===== config.mk =====
export PLATFORM = sky130hd
export DESIGN_NAME = battery_gauge_from_adc
export DESIGN_NICKNAME = d
export VERILOG_FILES = /design/src/rtl/bga_pkg.sv /design/src/rtl/bga_accum.sv /design/src/rtl/bga_scale.sv /design/src/rtl/bga_soc.sv /design/src/rtl/bga_out_fifo.sv /design/src/rtl/battery_gauge_from_adc.sv
export SDC_FILE = /design/constraint.sdc
export NUM_CORES = 1
export LEC_CHECK = 0
export BUFFER_PORTS_ARGS = -buffer_cell sky130_fd_sc_hd__clkbuf_2
export CORE_UTILIZATION = 50
export DETAILED_ROUTE_END_ITERATION = 6
export GPL_TIMING_DRIVEN = 0
export PLACE_DENSITY = 0.77
export SLEW_MARGIN = 20
export SYNTH_ARGS = -nofsm -noshare
export SYNTH_HDL_FRONTEND = slang
export SYNTH_SLANG_ARGS = --single-unit

===== constraint.sdc =====
create_clock -name clk -period 10.7 [get_ports clk]
set_input_delay 1.07 -clock clk [delete_from_list [all_inputs] [get_ports clk]]
set_output_delay 1.07 -clock clk [all_outputs]
set_load 0.005 [all_outputs]

===== src/rtl/bga_pkg.sv =====
// ----------------------------------------------------------------------------
// bga_pkg: shared types and constants of the battery gauge
// Widths, discharge-curve breakpoints, register codes and the structs that
// travel between the pipeline modules.
// ----------------------------------------------------------------------------
package bga_pkg;

	// Readings per averaged group (default of the top-level parameter)
	localparam int unsigned AVG_COUNT_DEF = 8;

	// Field widths
	localparam int unsigned PIN_W   = 12;
	localparam int unsigned RATIO_W = 12;
	localparam int unsigned MV_W    = 15;
	localparam int unsigned PCT_W   = 7;
	localparam int unsigned VOLT_W  = 16;  // unsaturated cell voltage
	localparam int unsigned OFF_W   = 8;   // offset inside one curve segment
	localparam int unsigned FRAC_W  = 8;   // fraction bits of the divider ratio

	// Configuration register map
	localparam int unsigned APB_DW   = 32;
	localparam int unsigned APB_AW   = 4;
	localparam int unsigned REG_IDX_W = 2;
	localparam logic [REG_IDX_W-1:0] REG_RATIO   = 2'd0;
	localparam logic [REG_IDX_W-1:0] REG_MIN_MV  = 2'd1;
	localparam logic [REG_IDX_W-1:0] REG_MAX_MV  = 2'd2;

	localparam logic [RATIO_W-1:0] RATIO_RST  = 12'd512;
	localparam logic [MV_W-1:0]    MIN_MV_RST = 15'd3000;
	localparam logic [MV_W-1:0]    MAX_MV_RST = 15'd4500;

	// Single-cell LiPo discharge curve, highest voltage first
	localparam int unsigned NUM_PTS = 11;
	localparam logic [VOLT_W-1:0] BP_MV [NUM_PTS] = '{
		16'd4200, 16'd4060, 16'd3980, 16'd3920, 16'd3870, 16'd3820,
		16'd3790, 16'd3770, 16'd3740, 16'd3680, 16'd3450
	};
	localparam logic [PCT_W-1:0] BP_PCT [NUM_PTS] = '{
		7'd100, 7'd90, 7'd80, 7'd70, 7'd60, 7'd50,
		7'd40, 7'd30, 7'd20, 7'd10, 7'd0
	};
	// Largest percent step between neighboring breakpoints
	localparam int unsigned MAX_STEP = 10;

	// Curve segment codes: full charge, interpolated segments 1..10, empty
	typedef logic [3:0] seg_t;
	localparam seg_t SEG_FULL  = 4'd0;
	localparam seg_t SEG_EMPTY = 4'd11;

	// Result queue
	localparam int unsigned FIFO_DEPTH = 8;
	localparam int unsigned FIFO_PTR_W = $clog2(FIFO_DEPTH);
	localparam int unsigned FIFO_CNT_W = $clog2(FIFO_DEPTH + 1);

	typedef struct packed {
		logic [RATIO_W-1:0] ratio;
		logic [MV_W-1:0]    min_mv;
		logic [MV_W-1:0]    max_mv;
	} cfg_t;

	typedef struct packed {
		logic [MV_W-1:0]  cell_mv;
		logic             present;
		seg_t             seg;
		logic [OFF_W-1:0] offset;
	} soc_s4_t;

	typedef struct packed {
		logic [MV_W-1:0]  cell_mv;
		logic             present;
		logic [PCT_W-1:0] percent;
	} result_t;

endpackage


===== src/rtl/bga_accum.sv =====
// ----------------------------------------------------------------------------
// bga_accum: group accumulator
// Sums pin readings; the reading that closes a group launches the full sum.
// ----------------------------------------------------------------------------
module bga_accum import bga_pkg::*; #(
	parameter int unsigned AVG_COUNT = AVG_COUNT_DEF,
	parameter int unsigned SUM_W     = PIN_W + $clog2(AVG_COUNT)
) (
	input  logic             clk,
	input  logic             arst_n,
	input  logic             take,
	input  logic [PIN_W-1:0] pin_mv,
	output logic             last,
	output logic [SUM_W-1:0] sum_s1,
	output logic             valid_s1
);

	localparam int unsigned CNT_W = (AVG_COUNT > 1) ? $clog2(AVG_COUNT) : 1;

	logic [CNT_W-1:0] cnt_q;
	logic [SUM_W-1:0] sum_q;
	logic [SUM_W-1:0] sum_next;

	assign last     = (cnt_q == CNT_W'(AVG_COUNT - 1));
	assign sum_next = sum_q + SUM_W'(pin_mv);

	// count and running sum
	always_ff @(posedge clk or negedge arst_n) begin
		if (!arst_n) begin
			cnt_q    <= '0;
			sum_q    <= '0;
			valid_s1 <= 1'b0;
		end else begin
			valid_s1 <= take && last;
			if (take) begin
				if (last) begin
					cnt_q <= '0;
					sum_q <= '0;
				end else begin
					cnt_q <= cnt_q + 1'b1;
					sum_q <= sum_next;
				end
			end
		end
	end

	// finished group sum
	always_ff @(posedge clk) begin
		if (take && last) begin
			sum_s1 <= sum_next;
		end
	end

endmodule


===== src/rtl/bga_scale.sv =====
// ----------------------------------------------------------------------------
// bga_scale: group mean and divider scaling
// Stage 2 forms the truncated mean, stage 3 multiplies by the Q4.8 ratio.
// ----------------------------------------------------------------------------
module bga_scale import bga_pkg::*; #(
	parameter int unsigned AVG_COUNT = AVG_COUNT_DEF,
	parameter int unsigned SUM_W     = PIN_W + $clog2(AVG_COUNT)
) (
	input  logic               clk,
	input  logic               arst_n,
	input  logic [SUM_W-1:0]   sum_s1,
	input  logic               valid_s1,
	input  logic [RATIO_W-1:0] ratio,
	output logic [VOLT_W-1:0]  volt_s3,
	output logic               valid_s3
);

	localparam int unsigned L    = $clog2(AVG_COUNT);
	localparam int unsigned PR_W = PIN_W + RATIO_W;

	logic [PIN_W-1:0] mean_c;
	logic [PIN_W-1:0] mean_s2;
	logic             valid_s2;
	logic [PR_W-1:0]  prod_c;

	// mean: shift for a power-of-two group, else exact reciprocal multiply
	if ((1 << L) == AVG_COUNT) begin : g_shift
		assign mean_c = PIN_W'(sum_s1 >> L);
	end else begin : g_recip
		localparam int unsigned SHIFT = SUM_W + L;
		localparam int unsigned MW    = 2 * SUM_W + 1;
		localparam logic [SUM_W:0] RECIP =
			(SUM_W + 1)'(((64'd1 << SHIFT) + 64'(AVG_COUNT) - 64'd1) / 64'(AVG_COUNT));
		logic [MW-1:0] mprod;
		assign mprod  = MW'(sum_s1) * MW'(RECIP);
		assign mean_c = mprod[SHIFT +: PIN_W];
	end

	assign prod_c = PR_W'(mean_s2) * PR_W'(ratio);

	// stage valid bits
	always_ff @(posedge clk or negedge arst_n) begin
		if (!arst_n) begin
			valid_s2 <= 1'b0;
			valid_s3 <= 1'b0;
		end else begin
			valid_s2 <= valid_s1;
			valid_s3 <= valid_s2;
		end
	end

	// payload stages
	always_ff @(posedge clk) begin
		mean_s2 <= mean_c;
		volt_s3 <= prod_c[FRAC_W +: VOLT_W];
	end

endmodule


===== src/rtl/bga_soc.sv =====
// ----------------------------------------------------------------------------
// bga_soc: presence window and state of charge
// Stage 4 checks the window and finds the curve segment, stage 5
// interpolates inside the segment by threshold compares.
// ----------------------------------------------------------------------------
module bga_soc import bga_pkg::*; (
	input  logic              clk,
	input  logic              arst_n,
	input  logic [VOLT_W-1:0] volt_s3,
	input  logic              valid_s3,
	input  cfg_t              cfg,
	output result_t           res_s5,
	output logic              valid_s5
);

	soc_s4_t          s4_c;
	soc_s4_t          s4_q;
	logic             valid_s4;
	result_t          res_c;
	logic [PCT_W-1:0] base_c;
	logic [PCT_W-1:0] step_c;
	logic [VOLT_W-1:0] den_c;
	logic [3:0]       inc_c;
	logic [VOLT_W-1:0] scaled_off;

	// window check, saturation and segment search (highest breakpoint wins)
	always_comb begin
		s4_c.present = (volt_s3 >= VOLT_W'(cfg.min_mv)) && (volt_s3 <= VOLT_W'(cfg.max_mv));
		s4_c.cell_mv = volt_s3[VOLT_W-1] ? {MV_W{1'b1}} : volt_s3[MV_W-1:0];
		s4_c.seg     = SEG_EMPTY;
		s4_c.offset  = '0;
		for (int i = NUM_PTS - 1; i >= 0; i--) begin
			if (volt_s3 >= BP_MV[i]) begin
				s4_c.seg    = seg_t'(i);
				s4_c.offset = OFF_W'(volt_s3 - BP_MV[i]);
			end
		end
	end

	// segment constants
	always_comb begin
		base_c = '0;
		step_c = '0;
		den_c  = '1;
		for (int i = 1; i < NUM_PTS; i++) begin
			if (s4_q.seg == seg_t'(i)) begin
				base_c = BP_PCT[i];
				step_c = BP_PCT[i-1] - BP_PCT[i];
				den_c  = BP_MV[i-1] - BP_MV[i];
			end
		end
	end

	// floor(offset * step / span) as a count of crossed thresholds
	always_comb begin
		scaled_off = VOLT_W'(s4_q.offset) * VOLT_W'(step_c);
		inc_c      = '0;
		for (int k = 1; k < MAX_STEP; k++) begin
			if (scaled_off >= VOLT_W'(k) * den_c) begin
				inc_c = inc_c + 1'b1;
			end
		end
	end

	// percent select
	always_comb begin
		res_c.cell_mv = s4_q.cell_mv;
		res_c.present = s4_q.present;
		priority if (!s4_q.present) begin
			res_c.percent = '0;
		end else if (s4_q.seg == SEG_FULL) begin
			res_c.percent = BP_PCT[0];
		end else if (s4_q.seg == SEG_EMPTY) begin
			res_c.percent = '0;
		end else begin
			res_c.percent = base_c + PCT_W'(inc_c);
		end
	end

	always_ff @(posedge clk or negedge arst_n) begin
		if (!arst_n) begin
			valid_s4 <= 1'b0;
			valid_s5 <= 1'b0;
		end else begin
			valid_s4 <= valid_s3;
			valid_s5 <= valid_s4;
		end
	end

	always_ff @(posedge clk) begin
		s4_q   <= s4_c;
		res_s5 <= res_c;
	end

endmodule


===== src/rtl/bga_out_fifo.sv =====
// ----------------------------------------------------------------------------
// bga_out_fifo: result queue
// Holds finished results until the consumer takes them.
// ----------------------------------------------------------------------------
module bga_out_fifo import bga_pkg::*; (
	input  logic    clk,
	input  logic    arst_n,
	input  logic    push,
	input  result_t push_data,
	input  logic    pop_ready,
	output logic    pop_valid,
	output result_t pop_data
);

	result_t               mem [FIFO_DEPTH];
	logic [FIFO_PTR_W-1:0] wr_ptr_q;
	logic [FIFO_PTR_W-1:0] rd_ptr_q;
	logic [FIFO_CNT_W-1:0] count_q;
	logic                  pop;

	assign pop_valid = (count_q != '0);
	assign pop       = pop_valid && pop_ready;
	assign pop_data  = mem[rd_ptr_q];

	// pointers and fill level
	always_ff @(posedge clk or negedge arst_n) begin
		if (!arst_n) begin
			wr_ptr_q <= '0;
			rd_ptr_q <= '0;
			count_q  <= '0;
		end else begin
			if (push) begin
				wr_ptr_q <= wr_ptr_q + 1'b1;
			end
			if (pop) begin
				rd_ptr_q <= rd_ptr_q + 1'b1;
			end
			if (push && !pop) begin
				count_q <= count_q + 1'b1;
			end else if (pop && !push) begin
				count_q <= count_q - 1'b1;
			end
		end
	end

	// storage
	always_ff @(posedge clk) begin
		if (push) begin
			mem[wr_ptr_q] <= push_data;
		end
	end

endmodule


===== src/rtl/battery_gauge_from_adc.sv =====
// ----------------------------------------------------------------------------
// battery_gauge_from_adc: LiPo gauge fed by ADC pin readings
// Averages groups of readings, scales by the divider ratio, checks the
// presence window and maps the cell voltage to a state of charge.
//
//   channel  signals                              item
//   in       in_valid / in_ready, pin_mv          one pin reading (mV)
//   out      out_valid / out_ready, cell_mv,      one result per group
//            present, percent
//   config   psel penable pwrite paddr pwdata     register write / read
//            prdata pready
//
// One reading is taken every cycle while in_ready is high. A result is
// offered on the result channel once the group-closing reading has passed
// the mean, ratio multiply, segment search, interpolation and queue write
// steps, and it waits in the queue while out_ready is low. Reset restores
// the register defaults and clears the group. in_ready drops only for a
// group-closing reading while the 8-entry result queue is fully booked.
// ----------------------------------------------------------------------------
module battery_gauge_from_adc import bga_pkg::*; #(
	parameter int unsigned AVG_COUNT = AVG_COUNT_DEF
) (
	input  logic              clk,
	input  logic              arst_n,
	// reading channel
	input  logic              in_valid,
	output logic              in_ready,
	input  logic [PIN_W-1:0]  pin_mv,
	// result channel
	output logic              out_valid,
	input  logic              out_ready,
	output logic [MV_W-1:0]   cell_mv,
	output logic              present,
	output logic [PCT_W-1:0]  percent,
	// configuration
	input  logic              psel,
	input  logic              penable,
	input  logic              pwrite,
	input  logic [APB_AW-1:0] paddr,
	input  logic [APB_DW-1:0] pwdata,
	output logic [APB_DW-1:0] prdata,
	output logic              pready
);

	localparam int unsigned SUM_W = PIN_W + $clog2(AVG_COUNT);

	cfg_t                  cfg_q;
	logic [REG_IDX_W-1:0]  reg_idx;
	logic                  take;
	logic                  last;
	logic [SUM_W-1:0]      sum_s1;
	logic                  valid_s1;
	logic [VOLT_W-1:0]     volt_s3;
	logic                  valid_s3;
	result_t               res_s5;
	logic                  valid_s5;
	result_t               out_res;
	logic [FIFO_CNT_W-1:0] booked_q;
	logic                  book;
	logic                  release_slot;

	// configuration registers
	assign pready  = 1'b1;
	assign reg_idx = paddr[APB_AW-1:2];

	always_ff @(posedge clk or negedge arst_n) begin
		if (!arst_n) begin
			cfg_q.ratio  <= RATIO_RST;
			cfg_q.min_mv <= MIN_MV_RST;
			cfg_q.max_mv <= MAX_MV_RST;
		end else if (psel && penable && pwrite && pready) begin
			unique case (reg_idx)
				REG_RATIO:  cfg_q.ratio  <= pwdata[RATIO_W-1:0];
				REG_MIN_MV: cfg_q.min_mv <= pwdata[MV_W-1:0];
				REG_MAX_MV: cfg_q.max_mv <= pwdata[MV_W-1:0];
				default:    ;
			endcase
		end
	end

	// register read back
	always_comb begin
		unique case (reg_idx)
			REG_RATIO:  prdata = APB_DW'(cfg_q.ratio);
			REG_MIN_MV: prdata = APB_DW'(cfg_q.min_mv);
			REG_MAX_MV: prdata = APB_DW'(cfg_q.max_mv);
			default:    prdata = '0;
		endcase
	end

	// queue slots booked by results in flight or waiting
	assign in_ready     = !last || (booked_q != FIFO_CNT_W'(FIFO_DEPTH));
	assign take         = in_valid && in_ready;
	assign book         = take && last;
	assign release_slot = out_valid && out_ready;

	always_ff @(posedge clk or negedge arst_n) begin
		if (!arst_n) begin
			booked_q <= '0;
		end else if (book && !release_slot) begin
			booked_q <= booked_q + 1'b1;
		end else if (release_slot && !book) begin
			booked_q <= booked_q - 1'b1;
		end
	end

	bga_accum #(
		.AVG_COUNT (AVG_COUNT),
		.SUM_W     (SUM_W)
	) u_accum (
		.clk      (clk),
		.arst_n   (arst_n),
		.take     (take),
		.pin_mv   (pin_mv),
		.last     (last),
		.sum_s1   (sum_s1),
		.valid_s1 (valid_s1)
	);

	bga_scale #(
		.AVG_COUNT (AVG_COUNT),
		.SUM_W     (SUM_W)
	) u_scale (
		.clk      (clk),
		.arst_n   (arst_n),
		.sum_s1   (sum_s1),
		.valid_s1 (valid_s1),
		.ratio    (cfg_q.ratio),
		.volt_s3  (volt_s3),
		.valid_s3 (valid_s3)
	);

	bga_soc u_soc (
		.clk      (clk),
		.arst_n   (arst_n),
		.volt_s3  (volt_s3),
		.valid_s3 (valid_s3),
		.cfg      (cfg_q),
		.res_s5   (res_s5),
		.valid_s5 (valid_s5)
	);

	bga_out_fifo u_out_fifo (
		.clk       (clk),
		.arst_n    (arst_n),
		.push      (valid_s5),
		.push_data (res_s5),
		.pop_ready (out_ready),
		.pop_valid (out_valid),
		.pop_data  (out_res)
	);

	assign cell_mv = out_res.cell_mv;
	assign present = out_res.present;
	assign percent = out_res.percent;

endmodule


==> flow_metrics.tcl <==
set metrics [dict create \
    cts_tree "done" \
    crit_required_ns 11.14 \
    synth_compound_area_share_pct 11.8 \
    drtAntennaViolNets 0 \
    place.gp.congestion 0.926 \
    grt_max_degree 80 \
    dr.pass1.iters 5 \
    filler_cell_count 3996 \
    mostFrequentLayoutCell "ha_1" \
    cts-root-buf "clkbuf_16" \
    startpoint "u_soc.s4_q[8]$_SDFF_PP0_" \
    r2r-end "u_soc.res_s5[5]$_SDFF_PN0_" \
    fin_nets 2888 \
    arrival_ns 10.48 \
    rows 81 \
    yosysWarnings 0 \
    max_freq_ghz 0.0996 \
    layout.area.seq_mm2 0.00946 \
    drv_slew 0 \
    synth_cells 2293 \
    setup_violations 0 \
    grt-ovfl-total 0 \
    cpPeakStageDelay_ns 0.46 \
    ys_ff_latch 354 \
    route.detailed.drc 0 \
    postPlaceCellArea_mm2 0.0263 \
    num_vias 17892 \
    worstSetupPathType "reg2reg" \
    synthSimpleGateAreaFrac_pct 11.0 \
    rrSetupSlack_ns 0.66 \
    vias_per_cell 5.71 \
    post-route-util_pct 56.7 \
    ys_types 87 \
    r2r-start "u_soc.s4_q[8]$_SDFF_PP0_" \
    port_buffers 74 \
    slowest_stage "or4b_1" \
    wl_per_cell_um 19.5 \
    r2r_cells 47 \
    multiInputGateArea_mm2 0.0142 \
    io_pins 113 \
    synthAdderAreaFrac_pct 23.3 \
    path_clk_slew_ns 0.07 \
    start_util_pct 50.7 \
    cts_buffers 35 \
    drt_iter0_markers 1211 \
    skew_ns 0.0121 \
    avgSynthCellArea_um2 10.8 \
    start_kind "flip-flop" \
    htree_levels 2 \
    synth.mux.area_fraction_pct 6.70 \
    worstSkewPairLatency_ns 0.55 \
    grt_pass1_vias 18057 \
    synth-xor-area-share_pct 3.74 \
    cap_violations 0 \
    synth_edf_count 196 \
    syn_to_final_growth_pct 11.8 \
    synth_top_family_by_area "adder cells" \
    crit_fanout 20 \
    status "finished clean" \
    netlist_area_mm2 0.0248 \
    antenna_found_initial 0 \
    min_path_type "reg2reg" \
    track_usage_pct 24.5 \
    setup_tns_ns 0 \
    synthArstFlopShare_pct 22.3 \
    stdcell_area_mm2 0.0277 \
    die_w_um 225 \
    die_area_mm2 0.0505 \
    drive_gt1_share_pct 14.0 \
    cp_top_family "adder cells" \
    synth_ff_type "edfxtp_1" \
    die_y_um 225 \
    worst_slew_pin_slew_ns 1.10 \
    endpoint_kind "flip-flop" \
    final_cell_mix "276 x ha_1, 228 x nand2_1, 224 x inv_1" \
    cp-endpoint "u_soc.res_s5[5]$_SDFF_PN0_" \
    timing.final.crit_period_ns 10.04 \
    grt_pass1_wl_um 97200 \
    design.core.area_mm2 0.0490 \
    slew_headroom_pct 26.6 \
    clock_sinks 354 \
    period_share_pct 93.8 \
    routed_wl_um 61100 \
    path_depth 47 \
    hold_viol 0 \
    hpwlAfterDp_um 45200 \
    ys_seq_area_share_pct 38.1 \
    critPathBufInv 3 \
    cpMostUsedCell "ha_1" \
    clk_path_buf_depth 3 \
]
## state kept, by name, indices dropped and copies added, names as in the netlist, 4 cells and up
name / count
booked_q: 4
cfg_q: 42
u_accum.sum_q: 15
u_accum.sum_s1: 12
u_out_fifo.count_q: 4
u_out_fifo.mem: 184
u_scale.mean_s2: 12
u_scale.volt_s3: 16
u_soc.res_c: 16
u_soc.res_s5: 23
u_soc.s4_q: 12
## metrics by stage
stage          hold slack, ns  std cells  setup slack, ns
5_1_grt                 0.336       3131         -0.00879
3_5_place_dp            0.313       3059           -0.544
4_1_cts                 0.328       3125           0.0355
6_report                0.327       3133            0.662
3_3_place_gp            0.313       3047           -0.656
2_1_floorplan           0.310       2309             1.01
## worst min path at each step
stage	endpoint	depth (start not counted)	slack (ns)	start
after global routing	u_soc.res_s5[20]$_DFF_P_	0	0.34	u_soc.res_c[20]$_SDFF_PP1_
final	u_soc.res_s5[16]$_DFF_P_	0	0.33	u_soc.res_c[16]$_SDFF_PP1_
after floorplan	u_soc.res_s5[10]$_DFF_P_	0	0.31	u_soc.res_c[10]$_SDFF_PP1_
after CTS	u_soc.res_s5[16]$_DFF_P_	0	0.33	u_soc.res_c[16]$_SDFF_PP1_
after global placement	u_soc.res_s5[20]$_DFF_P_	0	0.31	u_soc.res_c[20]$_SDFF_PP1_
after detailed placement	u_soc.res_s5[16]$_DFF_P_	0	0.31	u_soc.res_c[16]$_SDFF_PP1_
## layout make-up
| class | instances | area share, % |
|---|---|---|
| repair buffers | 94 | 2.26 |
| clock inverters | 21 | 0.956 |
| clock buffers | 43 | 3.46 |
| well taps | 664 | 3.00 |
| diodes | 2 | 0.0180 |
| inverters | 226 | 3.06 |
| plain buffers | 105 | 1.79 |
| multi-input cells | 1624 | 51.4 |
| flip-flops and latches | 354 | 34.1 |
## metal layers
metal | track usage (%) | wire length (µm) | share of wire, %
met4 | 6.71 | 1270 | 2.1
met5 | 0 | 0 | 0
met3 | 2.91 | 3650 | 6.0
met2 | 42.7 | 30300 | 50
met1 | 32.3 | 25900 | 42
## cells in the mapped netlist, types with 18 or more instances
cell	number	area [µm²]
dfxtp_1	79	1580
buf_4	19	143
a21oi_1	111	556
ha_1	277	3470
xnor2_1	69	604
xor2_1	26	228
nor3_1	19	95.1
clkbuf_1	79	297
o21ai_0	121	606
nor2_1	100	375
inv_1	224	841
a21o_1	35	263
nand2_1	228	856
dfrtp_1	66	1650
and2_1	65	407
mux2_2	44	495
or2_2	19	119
mux4_2	46	1040
fa_1	116	2320
nand2b_1	18	113
edfxtp_1	196	5890
nand3_1	29	145
o21a_1	25	188
nor2b_1	23	144
## timing repair
| action | CTS | global route |
|---|---|---|
| setup buffers | 2 | 6 |
| pin swaps | 2 | 5 |
| resized for setup | 8 | 22 |
| cloned | 0 | 0 |
| hold buffers | 0 | 0 |
| hold endpoints to repair | 0 | 0 |
| setup endpoints to repair | 4 | 4 |
## cells by family after synthesis
logic type / count (synthesis)
adder cells (fa/ha/maj): 393
AO/OA/AOI/OAI: 446
other: 2
flip-flops: 354
XOR/XNOR: 100
multiplexers: 103
buffers and inverters: 331
AND/OR/NAND/NOR: 564
Power is not shown: default switching activity piles up to over one toggle a cycle in this logic, so the estimate is an artifact.
